<file path="src/atle_pkg.sv">
// shared types, widths and codes for the terminal line editor
// no dependencies; compiled first
package atle_pkg;

  localparam int unsigned RAW_W      = 8;
  localparam int unsigned CHAR_W     = 7;
  localparam int unsigned LEN_W      = 11;
  localparam int unsigned KIND_W     = 2;
  localparam int unsigned BF_W       = 5;
  localparam int unsigned MODE_W     = 2;
  localparam int unsigned CFG_IDX_W  = 3;
  localparam int unsigned CFG_DATA_W = 7;

  localparam int unsigned LINE_UNIT_DEF        = 100;
  localparam int unsigned MAX_BLOCK_FACTOR_DEF = 20;
  localparam int unsigned QUEUE_DEPTH          = 2;

  // character codes
  localparam logic [CHAR_W-1:0] CH_NUL   = 7'h00;
  localparam logic [CHAR_W-1:0] CH_BEL   = 7'h07;
  localparam logic [CHAR_W-1:0] CH_BS    = 7'h08;
  localparam logic [CHAR_W-1:0] CH_LF    = 7'h0A;
  localparam logic [CHAR_W-1:0] CH_CR    = 7'h0D;
  localparam logic [CHAR_W-1:0] CH_SPACE = 7'h20;
  localparam logic [CHAR_W-1:0] CH_DEL   = 7'h7F;

  // register indexes
  localparam logic [CFG_IDX_W-1:0] CFG_IDX_BACKSPACE    = 3'd0;
  localparam logic [CFG_IDX_W-1:0] CFG_IDX_EOL_CHAR     = 3'd1;
  localparam logic [CFG_IDX_W-1:0] CFG_IDX_CURSOR_EN    = 3'd2;
  localparam logic [CFG_IDX_W-1:0] CFG_IDX_CURSOR_MODE  = 3'd3;
  localparam logic [CFG_IDX_W-1:0] CFG_IDX_BLOCK_FACTOR = 3'd4;

  // register reset values
  localparam logic [CHAR_W-1:0] RST_BACKSPACE    = 7'd8;
  localparam logic [CHAR_W-1:0] RST_EOL_CHAR     = 7'd13;
  localparam logic              RST_CURSOR_EN    = 1'b1;
  localparam logic [MODE_W-1:0] RST_CURSOR_MODE  = 2'd3;
  localparam logic [BF_W-1:0]   RST_BLOCK_FACTOR = 5'd1;

  typedef enum logic [KIND_W-1:0] {
    KIND_ECHO    = 2'd0,
    KIND_DATA    = 2'd1,
    KIND_RETRACT = 2'd2,
    KIND_END     = 2'd3
  } kind_e;

  // work handed from front to back end
  typedef enum logic [1:0] {
    OP_ERASE = 2'd0,
    OP_BELL  = 2'd1,
    OP_EOL   = 2'd2,
    OP_DATA  = 2'd3
  } op_e;

  typedef struct packed {
    op_e                op;
    logic [CHAR_W-1:0]  ch;
    logic [LEN_W-1:0]   len;
    logic               cr;
    logic               lf;
    logic               flush;
  } cmd_t;

  typedef struct packed {
    logic [CHAR_W-1:0] bs_char;
    logic [CHAR_W-1:0] eol_char;
    logic              cursor_en;
    logic [MODE_W-1:0] cursor_mode;
    logic [BF_W-1:0]   block_factor;
  } cfg_t;

endpackage

</file>
<file path="src/atle_intf.sv">
// channel interfaces: input bytes, result beats, register writes
// depends on atle_pkg
interface atle_in_if import atle_pkg::*; ();
  logic             valid;
  logic             ready;
  logic [RAW_W-1:0] raw_char;
  logic             skip_cursor_pos;

  modport source (output valid, raw_char, skip_cursor_pos, input ready);
  modport sink   (input valid, raw_char, skip_cursor_pos, output ready);
endinterface

interface atle_out_if import atle_pkg::*; ();
  logic              valid;
  logic              ready;
  logic [KIND_W-1:0] kind;
  logic [CHAR_W-1:0] out_char;
  logic [LEN_W-1:0]  line_length;
  logic              last_of_run;

  modport source (output valid, kind, out_char, line_length, last_of_run, input ready);
  modport sink   (input valid, kind, out_char, line_length, last_of_run, output ready);
endinterface

interface atle_cfg_if import atle_pkg::*; ();
  logic                  valid;
  logic                  ready;
  logic [CFG_IDX_W-1:0]  index;
  logic [CFG_DATA_W-1:0] data;

  modport source (output valid, index, data, input ready);
  modport sink   (input valid, index, data, output ready);
endinterface

</file>
<file path="src/atle_front.sv">
// front end: accepts bytes, classifies them, keeps the line count
// depends on atle_pkg and atle_intf
module atle_front import atle_pkg::*; #(
  parameter int unsigned LINE_UNIT        = LINE_UNIT_DEF,
  parameter int unsigned MAX_BLOCK_FACTOR = MAX_BLOCK_FACTOR_DEF
) (
  input  logic      clk_i,
  input  logic      rst_ni,
  atle_in_if.sink   in_i,
  input  cfg_t      cfg_i,
  input  logic      q_full_i,
  output logic      push_o,
  output cmd_t      cmd_o
);

  logic [LEN_W-1:0]  count_q, count_d;
  logic [CHAR_W-1:0] ch;
  logic              dropped;
  logic              accept;
  logic [BF_W-1:0]   bf;
  logic [LEN_W-1:0]  limit;
  logic [LEN_W-1:0]  count_inc;

  assign ch      = in_i.raw_char[CHAR_W-1:0];
  assign dropped = (ch == CH_NUL) || (ch == CH_LF) || (ch == CH_DEL);
  assign in_i.ready = !q_full_i;
  assign accept  = in_i.valid && in_i.ready;
  assign push_o  = accept && !dropped;

  // flush threshold, block factor clamped to its legal range
  always_comb begin
    bf = cfg_i.block_factor;
    if (bf == '0) begin
      bf = BF_W'(1);
    end else if (bf > BF_W'(MAX_BLOCK_FACTOR)) begin
      bf = BF_W'(MAX_BLOCK_FACTOR);
    end
  end

  assign limit     = LEN_W'(bf) * LEN_W'(LINE_UNIT);
  assign count_inc = count_q + LEN_W'(1);

  always_comb begin
    count_d     = count_q;
    cmd_o.op    = OP_DATA;
    cmd_o.ch    = ch;
    cmd_o.len   = '0;
    cmd_o.cr    = 1'b0;
    cmd_o.lf    = 1'b0;
    cmd_o.flush = 1'b0;
    if (ch == cfg_i.bs_char) begin
      if (count_q != '0) begin
        cmd_o.op = OP_ERASE;
        count_d  = count_q - LEN_W'(1);
      end else begin
        cmd_o.op = OP_BELL;
      end
    end else if (ch == cfg_i.eol_char) begin
      cmd_o.op  = OP_EOL;
      cmd_o.len = count_q;
      cmd_o.cr  = !in_i.skip_cursor_pos && cfg_i.cursor_en && cfg_i.cursor_mode[0];
      cmd_o.lf  = !in_i.skip_cursor_pos && cfg_i.cursor_en && cfg_i.cursor_mode[1];
      count_d   = '0;
    end else begin
      cmd_o.op    = OP_DATA;
      cmd_o.len   = count_inc;
      cmd_o.flush = (count_inc >= limit);
      count_d     = cmd_o.flush ? '0 : count_inc;
    end
  end

  always_ff @(posedge clk_i or negedge rst_ni) begin
    if (!rst_ni) begin
      count_q <= '0;
    end else if (push_o) begin
      count_q <= count_d;
    end
  end

endmodule

</file>
<file path="src/atle_queue.sv">
// short command queue between front and back end
// depends on atle_pkg
module atle_queue import atle_pkg::*; (
  input  logic clk_i,
  input  logic rst_ni,
  input  logic push_i,
  input  cmd_t cmd_i,
  output logic full_o,
  input  logic pop_i,
  output logic valid_o,
  output cmd_t cmd_o
);

  localparam int unsigned PTR_W = (QUEUE_DEPTH > 1) ? $clog2(QUEUE_DEPTH) : 1;
  localparam int unsigned CNT_W = $clog2(QUEUE_DEPTH + 1);

  cmd_t             mem_q [QUEUE_DEPTH];
  logic [PTR_W-1:0] wr_ptr_q, wr_ptr_d;
  logic [PTR_W-1:0] rd_ptr_q, rd_ptr_d;
  logic [CNT_W-1:0] cnt_q, cnt_d;

  assign full_o  = (cnt_q == CNT_W'(QUEUE_DEPTH));
  assign valid_o = (cnt_q != '0);
  assign cmd_o   = mem_q[rd_ptr_q];

  always_comb begin
    wr_ptr_d = wr_ptr_q;
    rd_ptr_d = rd_ptr_q;
    cnt_d    = cnt_q;
    if (push_i) begin
      wr_ptr_d = (wr_ptr_q == PTR_W'(QUEUE_DEPTH - 1)) ? '0 : wr_ptr_q + PTR_W'(1);
    end
    if (pop_i) begin
      rd_ptr_d = (rd_ptr_q == PTR_W'(QUEUE_DEPTH - 1)) ? '0 : rd_ptr_q + PTR_W'(1);
    end
    if (push_i && !pop_i) begin
      cnt_d = cnt_q + CNT_W'(1);
    end else if (pop_i && !push_i) begin
      cnt_d = cnt_q - CNT_W'(1);
    end
  end

  always_ff @(posedge clk_i or negedge rst_ni) begin
    if (!rst_ni) begin
      wr_ptr_q <= '0;
      rd_ptr_q <= '0;
      cnt_q    <= '0;
    end else begin
      wr_ptr_q <= wr_ptr_d;
      rd_ptr_q <= rd_ptr_d;
      cnt_q    <= cnt_d;
    end
  end

  always_ff @(posedge clk_i) begin
    if (push_i) begin
      mem_q[wr_ptr_q] <= cmd_i;
    end
  end

endmodule

</file>
<file path="src/atle_back.sv">
// back end: expands one command into its result beats, one per cycle while the output is ready
// depends on atle_pkg and atle_intf
module atle_back import atle_pkg::*; (
  input  logic        clk_i,
  input  logic        rst_ni,
  input  logic        q_valid_i,
  input  cmd_t        cmd_i,
  output logic        pop_o,
  atle_out_if.source  out_o
);

  logic [1:0]        step_q, step_d;
  logic              load;
  logic              last;
  kind_e             kind;
  logic [CHAR_W-1:0] chr;
  logic [LEN_W-1:0]  len;

  logic              valid_q;
  kind_e             kind_q;
  logic [CHAR_W-1:0] chr_q;
  logic [LEN_W-1:0]  len_q;
  logic              last_q;

  // beat for the current step of the head command
  always_comb begin
    kind = KIND_ECHO;
    chr  = '0;
    len  = '0;
    last = 1'b1;
    case (cmd_i.op)
      OP_ERASE: begin
        last = (step_q == 2'd3);
        case (step_q)
          2'd0:    kind = KIND_RETRACT;
          2'd2:    chr  = CH_SPACE;
          default: chr  = CH_BS;
        endcase
      end
      OP_BELL: begin
        chr = CH_BEL;
      end
      OP_EOL: begin
        case (step_q)
          2'd0: begin
            chr  = cmd_i.ch;
            last = 1'b0;
          end
          2'd1: begin
            kind = KIND_END;
            len  = cmd_i.len;
            last = !(cmd_i.cr || cmd_i.lf);
          end
          2'd2: begin
            chr  = cmd_i.cr ? CH_CR : CH_LF;
            last = !(cmd_i.cr && cmd_i.lf);
          end
          default: chr = CH_LF;
        endcase
      end
      default: begin
        case (step_q)
          2'd0: begin
            chr  = cmd_i.ch;
            last = 1'b0;
          end
          2'd1: begin
            kind = KIND_DATA;
            chr  = cmd_i.ch;
            last = !cmd_i.flush;
          end
          default: begin
            kind = KIND_END;
            len  = cmd_i.len;
          end
        endcase
      end
    endcase
  end

  assign load   = q_valid_i && (!valid_q || out_o.ready);
  assign pop_o  = load && last;
  assign step_d = last ? 2'd0 : step_q + 2'd1;

  always_ff @(posedge clk_i or negedge rst_ni) begin
    if (!rst_ni) begin
      step_q  <= 2'd0;
      valid_q <= 1'b0;
    end else begin
      if (load) begin
        step_q <= step_d;
      end
      if (load) begin
        valid_q <= 1'b1;
      end else if (out_o.ready) begin
        valid_q <= 1'b0;
      end
    end
  end

  always_ff @(posedge clk_i) begin
    if (load) begin
      kind_q <= kind;
      chr_q  <= chr;
      len_q  <= len;
      last_q <= last;
    end
  end

  assign out_o.valid       = valid_q;
  assign out_o.kind        = KIND_W'(kind_q);
  assign out_o.out_char    = chr_q;
  assign out_o.line_length = len_q;
  assign out_o.last_of_run = last_q;

endmodule

</file>
<file path="src/async_terminal_line_editor_core.sv">
// top level of the canonical-mode terminal line editor
// depends on atle_pkg, atle_intf, atle_front, atle_queue, atle_back

// Takes one terminal byte per input beat, strips the parity bit and turns it
// into a run of one to four result beats (echo bytes, upline data, retracts
// and line ends); the final beat of a run carries last_of_run. NUL, LF and
// DEL give no result. A byte is accepted while the two-entry command queue
// has room; the back end then emits one result beat per cycle, while the
// output is ready, through its output register. A bell makes one echo-only
// result beat, data two or three, end of line two to four and an erase four.
// Dropped bytes take no back end time. Sustained rate is set by the back
// end's beat serializer. Registers are written over the cfg channel, which is
// always ready, and are to be changed only while no run is in flight.
module async_terminal_line_editor_core import atle_pkg::*; #(
  parameter int unsigned LINE_UNIT        = LINE_UNIT_DEF,
  parameter int unsigned MAX_BLOCK_FACTOR = MAX_BLOCK_FACTOR_DEF
) (
  input  logic        clk_i,
  input  logic        rst_ni,
  atle_in_if.sink     in_i,
  atle_out_if.source  out_o,
  atle_cfg_if.sink    cfg_i
);

  cfg_t cfg_q;
  cmd_t push_cmd;
  cmd_t head_cmd;
  logic push;
  logic q_full;
  logic q_valid;
  logic pop;

  // register file; writes to indexes past the list are ignored
  assign cfg_i.ready = 1'b1;

  always_ff @(posedge clk_i or negedge rst_ni) begin
    if (!rst_ni) begin
      cfg_q.bs_char      <= RST_BACKSPACE;
      cfg_q.eol_char     <= RST_EOL_CHAR;
      cfg_q.cursor_en    <= RST_CURSOR_EN;
      cfg_q.cursor_mode  <= RST_CURSOR_MODE;
      cfg_q.block_factor <= RST_BLOCK_FACTOR;
    end else if (cfg_i.valid) begin
      case (cfg_i.index)
        CFG_IDX_BACKSPACE:    cfg_q.bs_char      <= cfg_i.data[CHAR_W-1:0];
        CFG_IDX_EOL_CHAR:     cfg_q.eol_char     <= cfg_i.data[CHAR_W-1:0];
        CFG_IDX_CURSOR_EN:    cfg_q.cursor_en    <= cfg_i.data[0];
        CFG_IDX_CURSOR_MODE:  cfg_q.cursor_mode  <= cfg_i.data[MODE_W-1:0];
        CFG_IDX_BLOCK_FACTOR: cfg_q.block_factor <= cfg_i.data[BF_W-1:0];
        default: ;
      endcase
    end
  end

  // classify bytes and track the line length
  atle_front #(
    .LINE_UNIT        (LINE_UNIT),
    .MAX_BLOCK_FACTOR (MAX_BLOCK_FACTOR)
  ) u_front (
    .clk_i    (clk_i),
    .rst_ni   (rst_ni),
    .in_i     (in_i),
    .cfg_i    (cfg_q),
    .q_full_i (q_full),
    .push_o   (push),
    .cmd_o    (push_cmd)
  );

  // decouples byte intake from result output
  atle_queue u_queue (
    .clk_i   (clk_i),
    .rst_ni  (rst_ni),
    .push_i  (push),
    .cmd_i   (push_cmd),
    .full_o  (q_full),
    .pop_i   (pop),
    .valid_o (q_valid),
    .cmd_o   (head_cmd)
  );

  // one result beat per cycle into the output register while the output is ready
  atle_back u_back (
    .clk_i     (clk_i),
    .rst_ni    (rst_ni),
    .q_valid_i (q_valid),
    .cmd_i     (head_cmd),
    .pop_o     (pop),
    .out_o     (out_o)
  );

endmodule
</file>
<file path="src/flat_wrapper.sv">
// flat-port wrapper written by rule: the top's interface ports become plain ports
module async_terminal_line_editor_core_flat import atle_pkg::*;
#(
  parameter int unsigned LINE_UNIT        = LINE_UNIT_DEF,
  parameter int unsigned MAX_BLOCK_FACTOR = MAX_BLOCK_FACTOR_DEF
)
  (clk_i, rst_ni, in_i_valid, in_i_raw_char, in_i_skip_cursor_pos, in_i_ready, out_o_valid, out_o_kind, out_o_out_char, out_o_line_length, out_o_last_of_run, out_o_ready, cfg_i_valid, cfg_i_index, cfg_i_data, cfg_i_ready);
  atle_in_if in_i_i ();
  atle_out_if out_o_i ();
  atle_cfg_if cfg_i_i ();
  input  logic clk_i;
  input  logic rst_ni;
  input wire logic [$bits(in_i_i.valid)-1:0] in_i_valid;
  input wire logic [$bits(in_i_i.raw_char)-1:0] in_i_raw_char;
  input wire logic [$bits(in_i_i.skip_cursor_pos)-1:0] in_i_skip_cursor_pos;
  output wire logic [$bits(in_i_i.ready)-1:0] in_i_ready;
  output wire logic [$bits(out_o_i.valid)-1:0] out_o_valid;
  output wire logic [$bits(out_o_i.kind)-1:0] out_o_kind;
  output wire logic [$bits(out_o_i.out_char)-1:0] out_o_out_char;
  output wire logic [$bits(out_o_i.line_length)-1:0] out_o_line_length;
  output wire logic [$bits(out_o_i.last_of_run)-1:0] out_o_last_of_run;
  input wire logic [$bits(out_o_i.ready)-1:0] out_o_ready;
  input wire logic [$bits(cfg_i_i.valid)-1:0] cfg_i_valid;
  input wire logic [$bits(cfg_i_i.index)-1:0] cfg_i_index;
  input wire logic [$bits(cfg_i_i.data)-1:0] cfg_i_data;
  output wire logic [$bits(cfg_i_i.ready)-1:0] cfg_i_ready;
  assign in_i_i.valid = in_i_valid;
  assign in_i_i.raw_char = in_i_raw_char;
  assign in_i_i.skip_cursor_pos = in_i_skip_cursor_pos;
  assign in_i_ready = in_i_i.ready;
  assign out_o_valid = out_o_i.valid;
  assign out_o_kind = out_o_i.kind;
  assign out_o_out_char = out_o_i.out_char;
  assign out_o_line_length = out_o_i.line_length;
  assign out_o_last_of_run = out_o_i.last_of_run;
  assign out_o_i.ready = out_o_ready;
  assign cfg_i_i.valid = cfg_i_valid;
  assign cfg_i_i.index = cfg_i_index;
  assign cfg_i_i.data = cfg_i_data;
  assign cfg_i_ready = cfg_i_i.ready;
  async_terminal_line_editor_core #(.LINE_UNIT(LINE_UNIT), .MAX_BLOCK_FACTOR(MAX_BLOCK_FACTOR)) u_core (.clk_i(clk_i), .rst_ni(rst_ni), .in_i(in_i_i), .out_o(out_o_i), .cfg_i(cfg_i_i));
endmodule
</file>
<file path="config.mk">
export PLATFORM = sky130hd
export DESIGN_NAME = async_terminal_line_editor_core_flat
export DESIGN_NICKNAME = d
export VERILOG_FILES = /design/src/atle_pkg.sv /design/src/atle_intf.sv /design/src/atle_front.sv /design/src/atle_queue.sv /design/src/atle_back.sv /design/src/async_terminal_line_editor_core.sv /design/src/flat_wrapper.sv
export SDC_FILE = /design/constraint.sdc
export NUM_CORES = 1
export LEC_CHECK = 0
export BUFFER_PORTS_ARGS = -buffer_cell sky130_fd_sc_hd__buf_2
export CORE_MARGIN = 4
export CORE_UTILIZATION = 50
export DETAILED_ROUTE_END_ITERATION = 10
export PLACE_DENSITY_LB_ADDON = 0.1
export SYNTH_ARGS = -nofsm -noshare
export SYNTH_HDL_FRONTEND = slang
export SYNTH_SLANG_ARGS = --single-unit
</file>
<file path="constraint.sdc">
create_clock -name clk_i -period 6.8 [get_ports clk_i]
set_clock_uncertainty 0.2 [all_clocks]
set_input_delay 0.34 -clock clk_i [delete_from_list [all_inputs] [get_ports clk_i]]
set_output_delay 0.34 -clock clk_i [all_outputs]
set_load 0.01 [all_outputs]
</file>
## After elaboration in Yosys (flattened, before gate mapping)

Memories as Yosys holds them, arrays and structs flattened.
Index checks and enable logic that the tools add are counted.

| storage, ports and cells | value |
|---|---|
| memories kept | 1 |
| output and inout port bits | 24 |
| RAM bits | 46 |
| logic and storage cells | 118 |
| register bits after elaboration | 61 |
| bits of input ports | 24 |

| operators by class | value |
|---|---|
| add/subtract/negate cells | 7 |
| equal/unequal tests | 15 |
| magnitude comparators | 2 |
| reduce and logical (&&, ||, !) cells | 40 |
| muxes and demuxes | 37 |
| multipliers | 1 |

Memory list:

| memory | words | bits a word | read ports | clocked after Yosys merged registers in | wr ports | RTL line | text |
|---|---|---|---|---|---|---|---|
| u_core.u_queue.mem_q | 2 | 23 | 1 | 0 | 1 | atle_queue.sv:17 | `cmd_t mem_q [QUEUE_DEPTH];` |

Operator list:

| operator | count |
|---|---|
| $mux W11 | 7 |
| $pmux W7 S3 | 2 |
| $pmux W11 S2 | 1 |
| $eq A7 B7 Y1 | 2 |
| $mux W14 | 1 |
| $mux W2 | 7 |
| $pmux W6 S2 | 1 |
| $reduce_and A2 Y1 | 6 |
| $add A11 B1 Y11 const B | 1 |
| $ge A11 B11 Y1 | 1 |
| $reduce_bool A11 Y1 | 1 |
| $sub A11 B1 Y11 const B | 1 |
| $logic_and A1 B1 Y1 | 10 |
| $mux W5 | 2 |
| $logic_not A1 Y1 | 9 |
| $mul A5 B5 Y9 const B | 1 |
| $mux W1 | 9 |
| $eq A2 B2 Y1 const B | 4 |
| $eq A7 B4 Y1 const B | 1 |
| $eq A7 B7 Y1 const B | 1 |
| $logic_not A7 Y1 | 1 |
| $mux W7 | 1 |
| $eq A3 B2 Y1 const B | 2 |
| $pmux W1 S3 | 2 |
| other kinds (18) | 28 |

## Depth between registers and ports, before layout

Gate-level depths: netlist of the first run.

| depth | value |
|---|---|
| depth in word-level cells | 9 |
| gate-level depth with buffers | 17 |
| depth with buffers taken out | 16 |

## Cells and area by module

From an unflattened synthesis of the first run, not the netlist that was laid out.

| unflattened totals | value |
|---|---|
| cells, all modules | 505 |
| area total of the unflattened synthesis | 6069.6 µm² |

Modules (own cells, without submodules):

| module | seq. area each (µm²) | cells an instance | instances | area an instance (µm²) |
|---|---|---|---|---|
| atle_front | 275.3 | 265 | 1 | 1998.2 |
| atle_queue | 1481.4 | 88 | 1 | 1951.9 |
| atle_back | 705.7 | 100 | 1 | 1214.9 |
| async_terminal_line_editor_core | 560.5 | 52 | 1 | 904.6 |

## Worst setup path after synthesis of the first run

Ideal clock, no wire load.

| path | value |
|---|---|
| path kind | flip-flop to flip-flop |
| from | register u_core.cfg_q[1] (netlist name) |
| to | register u_core.u_front.count_q[2] |
| setup time | 0.139 ns |
| data required time | 6.461 ns |
| slack | 2.949 ns |
| data arrival time | 3.512 ns |
| cell stages (with the launch flop) | 15 |
| path buffers | 1 |
| clock period less this slack | 3.851 ns |
| cells stage by stage | dfrtp_1 > o41ai_1 > ha_1 > ha_1 > ha_1 > fa_1 > a31oi_1 > xnor2_1 > ha_1 > nand4_1 > o221ai_2 > nor3_2 > buf_4 > a32oi_1 > o311ai_1 |

| between the ends | value |
|---|---|
| longest elaborated chain between the ends | 8 |
| elaborated cells on any way between the ends | 9 |
| those cells by class | 1 x mul; 2 x order compare; 5 x mux; 1 x reduce/logical |

Ends and longest elaborated chain:

| item | RTL line | text |
|---|---|---|
| start: declaration | async_terminal_line_editor_core.sv:25 | `cfg_t cfg_q;` |
| $gt A5 B5 Y1 | atle_front.sv:35 | `end else if (bf > BF_W'(MAX_BLOCK_FACTOR)) begin` |
| $mux W5 | atle_front.sv:35 |  |
| $mux W5 (*) | atle_front.sv:33 | `if (bf == '0) begin` |
| $mul A5 B5 Y9 (*) | atle_front.sv:40 | `assign limit = LEN_W'(bf) * LEN_W'(LINE_UNIT);` |
| $ge A11 B11 Y1 (*) | atle_front.sv:67 | `cmd_o.flush = (count_inc >= limit);` |
| $mux W11 (*) | atle_front.sv:68 | `count_d = cmd_o.flush ? '0 : count_inc;` |
| $mux W11 (*) | atle_front.sv:58 | `end else if (ch == cfg_i.eol_char) begin` |
| $mux W11 (*) | atle_front.sv:51 | `if (ch == cfg_i.bs_char) begin` |
| end signal: assignment | atle_front.sv:76 | `count_q <= count_d;` |
| end: declaration | atle_front.sv:16 | `logic [LEN_W-1:0] count_q, count_d;` |

Mark *: on every way between the ends. The rest lies on a longest branch, timed or not.
A chain may end at the register's enable or synchronous reset.

## Final worst setup path of the first run

| path | value |
|---|---|
| from | register u_core.cfg_q[2] (netlist name) |
| to | register u_core.u_front.count_q[5] |

Same word-level chain as after synthesis.

==> results of run 1 <==
[cell families (layout without fill, tap and decap cells)]
logic type	after synthesis	in the layout
compound gates	78	78
fa+ha+maj	34	34
buf+inv	39	84
mux	49	49
other cells	1	1
xor+xnor	37	37
flops	107	107
simple gates	149	149
[registers in the layout, summed over array words and instances (netlist names)]
name	cells
u_core.u_queue.rd_ptr_q	1
u_core.u_back.out_o.last_of_run	1
u_core.u_back.out_o.valid	1
u_core.u_back.step_q	2
u_core.u_back.out_o.out_char	7
u_core.cfg_q	22
u_core.u_queue.cnt_q	2
u_core.u_back.out_o.line_length	11
u_core.u_front.count_q	11
u_core.u_queue.wr_ptr_q	1
u_core.u_queue.mem_q	46
u_core.u_back.out_o.kind	2
[worst min-delay path by stage]
stage | endpoint | slack, ns | startpoint
final | u_core.cfg_q[21] | 0.04 | cfg_i_data[6]
after global routing | u_core.cfg_q[20] | 0.03 | cfg_i_data[5]
after CTS | u_core.cfg_q[21] | 0.02 | cfg_i_data[6]
after detailed placement | u_core.u_back.step_q[0] | 0.26 | rst_ni
after global placement | u_core.u_back.step_q[1] | 0.26 | rst_ni
after floorplan | u_core.cfg_q[12] | -0.16 | rst_ni
[layout make-up]
cell class                      instances  area [sq um]  area share [%]
Clock buffer                           11           253            3.93
Clock inverter                          5          33.8           0.526
Inverter                               18          67.6            1.05
Multi-Input combinational cell        348          2610            40.5
Sequential cell                       107          3020            47.0
Tap cell                              143           179            2.78
Timing Repair Buffer                   50           265            4.13
[layer usage]
layer	global-route usage, %	vias to the layer above
met5	0	-
met4	4.87	0
met3	3.92	7
met2	29.9	61
met1	23.6	1852
li1	-	1891
[cells in the mapped netlist, drive strengths merged, types with 5 or more instances]
cell type	instances
a21oi	21
nand3	15
ha	33
edfxtp	67
clkbuf	5
dfrtp	32
nand4	8
mux2	24
nor4	5
nor2b	5
nor2	43
xnor2	23
or3	5
mux2i	25
nand2	30
o21ai	20
xor2	14
dfstp	8
inv	18
buf	16
nor3	10
and2	7
[critical path, stage by stage, from the launching register on]
cell      delay (ns)
dfrtp_1         0.42
o41ai_1         0.72
ha_1            0.36
ha_1            0.28
ha_1            0.22
fa_1            0.41
a31oi_1         0.21
xnor2_1         0.15
ha_1            0.27
a21oi_1         0.17
o221ai_2        0.20
nor3_2          0.69
nand2_1         0.23
o311ai_0        0.33
[stage by stage]
step	util (%)	instances	hold WS, ns	area (sq um)
2_1_floorplan	-	494	-0.156	5800
3_3_place_gp	53.9	665	0.255	6130
3_5_place_dp	53.9	665	0.259	6130
4_1_cts	56.5	682	0.0247	6430
5_1_grt	56.5	682	0.0344	6430
6_report	56.5	682	0.0355	6430
[power groups by stage]
stage                     combinational, mW  clock (mW)  sequential [mW]
after global routing                   1.27       0.533             1.14
after CTS                              1.13       0.512             1.12
final                                  1.11       0.498             1.11
after global placement                 1.09           0             1.12
after floorplan                       0.845           0             1.11
after detailed placement               1.12           0             1.13
[repair_timing]
action | 4_1_cts | 5_1_grt
endpoints found under the hold margin | 32 | 0
resized for setup | 0 | 0
buffers inserted | 0 | 0
hold buffers | 1 | 0
==> metrics, run 1 <==
Total GRT Usage=17.8%; chip height=116 um; total CTS buffers=9; cell count after synthesis=494; Vias/cell=5.59; Logic pwr share=40.8%; H-Tree Depth=3; Reg power frac=40.9%; Initial Utilization=51.0%; Clock Path Buffers=2; dpl ws=1.80 ns; Setup-failing EPs final=0; final hold vios=0; fmax=201 MHz; area share of xor/xnor cells in the synthesized design=5.59%; Pleak=2.57 nW; top cell type by total area after synthesis=edfxtp_1; row count=39; first-pass iteration count of the detailed router=5; worst r2r src=u_core.cfg_q[2]; Area contributors post-synth=edfxtp_1, dfrtp_1, ha_1, mux2_2, mux2i_1; Core ar.=0.0114 sq mm; Seq cells post-synth=107; Max-Cap Viols=0; routed len/inst=16.4 um; clk_lat worst skew=0.35 ns; sw frac=37.3%; Slew @ Worst Pin=1.09 ns; final WL=11,200 um; I/O Pins=48; DR iter-0 viols=301; Synth cell types=64; number of global-route vias before repair=3,754; Register-to-Register Path Depth=13; Tcrit/Tclk final=73.1%; uppermost layer routed=met4; fin nets=592; ys flop type=edfxtp_1; crit path max fanout=12; Area Overhead vs Synth=10.9%; Worst-path clk slew=0.07 ns; Residual DRC=0; Min-Delay Path Depth=2; hpwl dp=7820 um; WP data required=6.83 ns; min Tclk post-route=4.97 ns; Final GP Congestion=0.881; met3 routed WL=374 um; Cell Pwr Density=424 mW/mm^2; end of the critical path=u_core.u_front.count_q[5]; met2 routed WL=5520 um; min-delay worst type=input pin to flop; CP Launch Point=u_core.cfg_q[2]; number of synthesized flops with an enable pin=67; IO Port Bufs=45; R2R Setup Slk=1.83 ns; # diodes=0; max-slew violation count=0; Cell Area, Synth=0.00580 sq mm; status=finished, final reports clean; via count=3,811; FF-to-FF End=u_core.u_front.count_q[5]; Synth Area in Compound Gates=9.13%; critical path data arrival time=5.00 ns; Root Driver=clkbuf_16; post-synthesis simple-gate area fraction=13.7%; Syn Nets=552; full die area=0.0134 sq mm; Max VDD drop=262 uV; share of layout cells above drive strength 1=21.0%; RSZ-0062 raised after global routing=no; TritonCTS clock tree=built; worst setup margin=1.83 ns; post-synthesis mux area share=8.98%; Synth async-reset ratio=37.4%; NetSw=1.02 mW; clock share of power=18.3%; initial antenna violation count=0; largest family of logic cells by synthesized area=simple AND/OR/NAND/NOR gates; largest net degree at the start of global routing=41; P_int=1.71 mW; Yosys top cell area share=34.7%; Critical Path Start Type=flop; Crit Path Category=flop to flop; YS warnings=0; sequential element share of the synthesized area=52.1%; gr ovfl total=0; Routed met1 length=5220 um; Design Power=2.73 mW; crit end category=flop; most frequent cells in the layout=edfxtp_1, buf_2, nor2_1; antenna viol nets, final=0; CTS Sinks=107; Die X=116 um; post-synthesis adder-cell area fraction=7.47%; Final TNS setup=0 ns; fill count=920; relative slew slack=27.4%; commonest non-fill, non-tap cell in the layout=edfxtp_1; first-pass GRT wire length=18,600 um; mean post-synth cell area=11.7 sq um
Note: power is estimated with default switching activity, not from simulation.
==> inputs of run 2 (changes only) <==
Clock period 6.8 ns to 4.2 ns, I/O delays scaled along.
==> run 2 against run 1 <==
Compared with the run above:
- die area unchanged
- sequential cell count did not move
- core utilization rose by 2.1 points
- fmax grew 25%
- clock power grew 73%
- cell area is 3.8% higher
- wire length is 1.2% higher
- non-clock buffer count rose by 22
- combinational power is 68% higher
- cell count is 3.2% higher
- first-iteration DRC count is 15% lower
- largest cell class unchanged
==> metrics, run 2 (same netlist as run 1, synthesis figures left out) <==
Initial Utilization=51.0% (unchanged); Min-Delay Path Depth=3 (+1); worst r2r src=u_core.cfg_q[2]; Register-to-Register Path Depth=14 (+1); crit end category=flop; status=finished, final reports clean; Vias/cell=5.48 (-1.9%); relative slew slack=33.2% (+5.8 points); Final TNS setup=0 ns (unchanged); Worst-path clk slew=0.07 ns (about the same); Core ar.=0.0114 sq mm (unchanged); initial antenna violation count=0 (unchanged); first-pass iteration count of the detailed router=6 (+1); first-pass GRT wire length=18,700 um (+0.37%); row count=39 (unchanged); placed inst area=0.00618 sq mm (+0.86%); IO Port Bufs=45 (unchanged); chip height=116 um (unchanged); total CTS buffers=9 (unchanged); I/O Pins=48 (unchanged); clock share of power=19.0% (+0.7 points); min-delay worst type=input pin to flop; commonest non-fill, non-tap cell in the layout=edfxtp_1; clk_lat worst skew=0.34 ns (about the same); Largest regs=u_core.u_queue.mem_q x46, u_core.cfg_q x22; CTS Sinks=107 (unchanged); Die X=116 um (unchanged); crit path max fanout=5 (-7); fmax=252 MHz (+25%); Crit Path Category=flop to flop; Reg power frac=39.9% (-1.0 points); sw frac=36.8% (-0.44 points); R2R Setup Slk=0.24 ns (-1.60 ns); # diodes=0 (unchanged); min Tclk post-route=3.96 ns (-1.00 ns); Hold Slack=0.107 ns (+0.0713 ns); final WL=11,300 um (+1.2%); Setup-failing EPs final=0 (unchanged); Slew @ Worst Pin=1.00 ns (-0.0877 ns); Tcrit/Tclk final=94.4% (+21 points); Root Driver=clkbuf_16; critical path data arrival time=3.98 ns (-1.02 ns); Max VDD drop=295 uV (+13%); routed len/inst=16.1 um (-2.0%); Total GRT Usage=17.9% (+0.047 points); fin util=58.7% (+2.1 points); DR iter-0 viols=257 (-15%); final instance area=0.00667 sq mm (+3.8%); Pleak=2.67 nW (+4.1%); number of global-route vias before repair=3,791 (+0.99%); Worst Min Path Start=cfg_i_index[0]; final hold vios=0 (unchanged); Design Power=4.53 mW (+66%); most frequent cells in the layout=edfxtp_1, buf_2, nor2_1; full die area=0.0134 sq mm (unchanged); P_int=2.86 mW (+67%); via count=3,860 (+1.3%); Clock Path Buffers=2 (unchanged); WP data required=4.21 ns (-2.62 ns); Cell Pwr Density=679 mW/mm^2 (+60%); TritonCTS clock tree=built; gr ovfl total=0 (unchanged); Critical Path Start Type=flop; RSZ-0062 raised after global routing=no; max reg flops=46 (unchanged); Area Overhead vs Synth=15.0%; Max-Cap Viols=0 (unchanged); Residual DRC=0 (unchanged); end of the worst hold path=u_core.cfg_q[7]; NetSw=1.67 mW (+64%); share of layout cells above drive strength 1=22.1% (+1.1 points); fin nets=614 (+3.7%); largest net degree at the start of global routing=41 (unchanged); max-slew violation count=0 (unchanged); antenna viol nets, final=0 (unchanged); hpwl dp=7980 um (+2.1%); Logic pwr share=41.1% (+0.3 points); largest register by flop count=u_core.u_queue.mem_q; H-Tree Depth=3 (unchanged); Final GP Congestion=0.830 (-5.8%); FF-to-FF End=u_core.u_front.count_q[6]
==> run 2: cell types whose count changed in the layout (fill, tap and decap cells not counted), moves of 2 or more <==
| cell | change |
|---|---|
| dlygate4sd3_1 | +15 |
| buf_4 | +7 |
| clkbuf_8 | -2 |
| clkinv_4 | +2 |
==> run 2: worst max-delay path by stage <==
stage / startpoint / to / cells after the start
final: u_core.cfg_q[2] / u_core.u_front.count_q[6] / 14
after detailed placement: u_core.cfg_q[2] / u_core.u_front.count_q[6] / 14
after global routing: u_core.cfg_q[1] / u_core.u_front.count_q[6] / 14
after floorplan: u_core.cfg_q[1] / u_core.u_front.count_q[2] / 14
after global placement: u_core.cfg_q[1] / u_core.u_front.count_q[6] / 14
after CTS: u_core.cfg_q[2] / u_core.u_front.count_q[6] / 14
==> run 2: metal layers <==
metal / routed length (um) / global-route usage (%) / vias to the layer above
li1: - / - / 1930
met1: 5230 / 23.9 / 1864
met2: 5670 / 30.3 / 62
met3: 368 / 3.29 / 4
met4: 64 / 4.64 / 0
met5: 0 / 0 / -
==> run 2: cell type report <==
class / count / area (sq um)
fill: 935 / 4700
sequential: 107 / 3020
multi-input combinational: 348 / 2620
timing repair buffer: 72 / 468
clock buffer: 9 / 225
tap: 143 / 179
clock inverter: 7 / 87.6
inverter: 18 / 67.6
==> run 2: timing repair <==
action | CTS | global route
resized for setup | 0 | 4
hold buffers | 16 | 0
endpoints found under the hold margin | 69 | 0
setup buffers | 0 | 0
endpoints found under the setup margin | 0 | 2
==> run 2: through the flow <==
step | instances | setup slack, ns
6_report | 704 | 0.236
3_5_place_dp | 672 | 0.210
4_1_cts | 704 | 0.196
5_1_grt | 704 | 0.0392
3_3_place_gp | 672 | 0.250
2_1_floorplan | 494 | 0.349
==> run 2: power groups by stage <==
stage               Clock, mW  Sequential, mW  Combinational, mW
floorplan                   0            1.80               1.37
global route            0.936            1.85               2.11
finish                  0.861            1.81               1.86
detailed placement          0            1.83               1.86
global placement            0            1.81               1.81
CTS                     0.888            1.81               1.89
==> run 2: worst max-delay path, stage by stage, from the launching register on <==
cell and delay (ns):
dfrtp_1 0.43, o41ai_2 0.37, ha_1 0.30, ha_1 0.28, ha_1 0.23, fa_1 0.41, a31oi_1 0.19, xnor2_1 0.10
ha_1 0.32, nand4_1 0.12, o221ai_2 0.21, nor3_2 0.07, buf_4 0.18, a221oi_1 0.33, mux2i_1 0.12
==> inputs of run 3 (changes only) <==
Clock period 4.2 ns to 3.7 ns, I/O delays scaled along.
==> run 3 against run 2 <==
Compared with the run above:
- the flow now finishes with violations (setup timing)
- setup slack got worse by 0.41 ns
- cell area increased by 4.1%
- highest routed layer unchanged
- wire length grew 5.8%
- count of clock-buffer cells in the layout increased by 1
- clock power increased by 2%
- die area unchanged
- register-to-register slack worse by 0.41 ns
- fmax rose by 2.3%
- sequential share of layout area shrank 1.7 points
- global-route usage grew 0.82 points
- combinational power rose by 37%
==> metrics, run 3 (same netlist as run 1, synthesis figures left out) <==
status=complete, but fails checks; failing checks=setup timing; largest register by flop count=u_core.u_queue.mem_q; share of layout cells above drive strength 1=27.9% (+5.8 points); Initial Utilization=51.0% (unchanged); Buf+Inv Stages, Crit Path=3 (+2); initial antenna violation count=0 (unchanged); worst path cell trace=buf_4, o41ai_4, ha_1, ha_4, ha_4, fa_2, buf_6, xnor2_2, ha_2, a21o_1, a21oi_2, o221ai_2, nor3_4, buf_6, a21oi_1, o221ai_1; Worst-path clk slew=0.07 ns (about the same); Reg power frac=37.2% (-2.7 points); TritonCTS clock tree=built; Max VDD drop=461 uV (+57%); final WL=12,000 um (+5.8%); first-pass iteration count of the detailed router=4 (-2); max reg flops=46 (unchanged); fin nets=634 (+3.3%); I/O Pins=48 (unchanged); number of global-route vias before repair=3,901 (+2.9%); fin util=61.0% (+2.4 points); Largest regs=u_core.u_queue.mem_q x46, u_core.cfg_q x22; row count=39 (unchanged); gr ovfl total=0 (unchanged); hpwl dp=8200 um (+2.8%); Root Driver=clkbuf_16; met1 usage=25.4% (+1.6 points); Crit Path Category=flop to flop; Logic pwr share=46.6% (+5.5 points); Cell Count, Final, Fillers Out=724 (+2.8%); min Tclk post-route=3.88 ns (-0.0873 ns); placed cells=691 (+2.8%); final hold vios=0 (unchanged); full die area=0.0134 sq mm (unchanged); Critical Path Start Type=flop; worst setup margin=-0.177 ns (-0.413 ns); RSZ-0062 raised after global routing=yes; Slowest cell on crit path=dfrtp_2; largest net degree at the start of global routing=41 (unchanged); IO Port Bufs=45 (unchanged); min-delay worst type=input pin to flop; relative slew slack=31.4% (-1.9 points); Core ar.=0.0114 sq mm (unchanged); # diodes=0 (unchanged); Max-Cap Viols=0 (unchanged); NetSw=2.02 mW (+21%); routed len/inst=16.6 um (+2.9%); Pleak=2.76 nW (+3.4%); crit end category=flop; Tcrit/Tclk final=105% (+10 points); total CTS buffers=9 (unchanged); Final GP Congestion=0.853 (+2.8%); antenna viol nets, final=0 (unchanged); critical path data arrival time=3.94 ns (-0.04 ns); P_int=3.42 mW (+19%); Setup-failing EPs final=13 (+13); DR iter-0 viols=390 (+52%); most frequent cells in the layout=edfxtp_1, buf_2, nor2_1; first-pass GRT wire length=19,500 um (+4.5%); met3 usage=3.39% (+0.10 points); WP data required=3.76 ns (-0.45 ns); Clock Path Buffers=2 (unchanged); via count=3,983 (+3.2%); CTS Sinks=107 (unchanged); sw frac=37.2% (+0.37 points); Cell Pwr Density=784 mW/mm^2 (+15%); Area Overhead vs Synth=19.7%; chip height=116 um (unchanged); commonest non-fill, non-tap cell in the layout=edfxtp_1; dpl ws=-0.232 ns (-0.442 ns); met2 GRT Util=30.9% (+0.58 points); clock share of power=16.2% (-2.8 points); clk_lat worst skew=0.34 ns (about the same); GRT Max-Usage Layer=met2; Slew @ Worst Pin=1.03 ns (+0.0278 ns); Die X=116 um (unchanged); Vias/cell=5.50 (+0.34%); CP max stage delay=0.44 ns (about the same); crit path max fanout=5 (unchanged); H-Tree Depth=3 (unchanged); Residual DRC=0 (unchanged); fmax=258 MHz (+2.3%); Total GRT Usage=18.7% (+0.82 points); max-slew violation count=0 (unchanged); Top Family by Delay on Critical Path=adder cells
==> run 3: cell count changes in the layout (fill, tap and decap cells not counted), moves of 2 or more <==
cell and delta:
o21ai_0 -3, clkinv_2 +2, o21ai_1 +2, dfrtp_2 +2, ha_4 +6, dfrtp_1 -2, ha_1 -7, buf_6 +3
a21oi_2 +3, a21oi_1 -3, buf_4 +17
==> run 3: through the flow <==
step           hold slack (ns)  area (sq um)  TNS, ns  power (mW)
3_5_place_dp             0.221          6340    -1.70        4.34
6_report                0.0687          6940    -1.29        5.44
5_1_grt                 0.0797          6940    -3.68        5.86
4_1_cts                 0.0502          6840    -1.29        5.35
3_3_place_gp             0.208          6340   -0.624        4.28
2_1_floorplan           -0.311          5810  -0.0212        3.60
==> run 3: power groups by stage <==
stage	logic (mW)	clock network [mW]	registers, mW
detailed placement	2.30	0	2.04
floorplan	1.56	0	2.04
global route	2.84	0.962	2.07
CTS	2.43	0.904	2.02
global placement	2.24	0	2.03
finish	2.54	0.879	2.02
==> run 3: final cells by class <==
type / count / area (sq um)
tap: 143 / 179
timing repair buffer: 92 / 629
clock buffer: 10 / 229
sequential: 107 / 3030
inverter: 18 / 67.6
clock inverter: 6 / 40.0
fill: 933 / 4430
multi-input combinational: 348 / 2770
==> run 3: worst paths after layout <==
path | from | end | slack, ns | cells after the start
min in group asynchronous | rst_ni | u_core.u_back.out_o.valid | 0.35 | 2
max | u_core.cfg_q[4] | u_core.u_front.count_q[7] | -0.18 | 16
max in group asynchronous | rst_ni | u_core.cfg_q[4] | 2.23 | 2
min | cfg_i_index[0] | u_core.cfg_q[7] | 0.07 | 3
max reg2reg | u_core.cfg_q[4] | u_core.u_front.count_q[7] | -0.18 | 16
min reg2reg | u_core.u_back.out_o.valid | u_core.u_back.out_o.valid | 0.30 | 2
==> run 3: repair_timing <==
item | CTS | global route
pin swaps | 14 | 13
endpoints found under the hold margin | 69 | 0
buffers inserted | 0 | 1
hold buffers | 16 | 0
cloned | 0 | 0
setup endpoints to repair | 13 | 13
resized for setup | 15 | 15
==> run 3: routing by layer <==
metal,part of all wire [%],vias up
met4,1.4,0
li1,-,1968
met2,49,62
met1,47,1940
met5,0,-
met3,2.7,13
==> run 3: worst min-delay path, delay by kind of cell <==
kind | cells | cell delay (ns)
mux | 1 | 0.21
buf+inv | 1 | 0.13
simple gates | 1 | 0.06
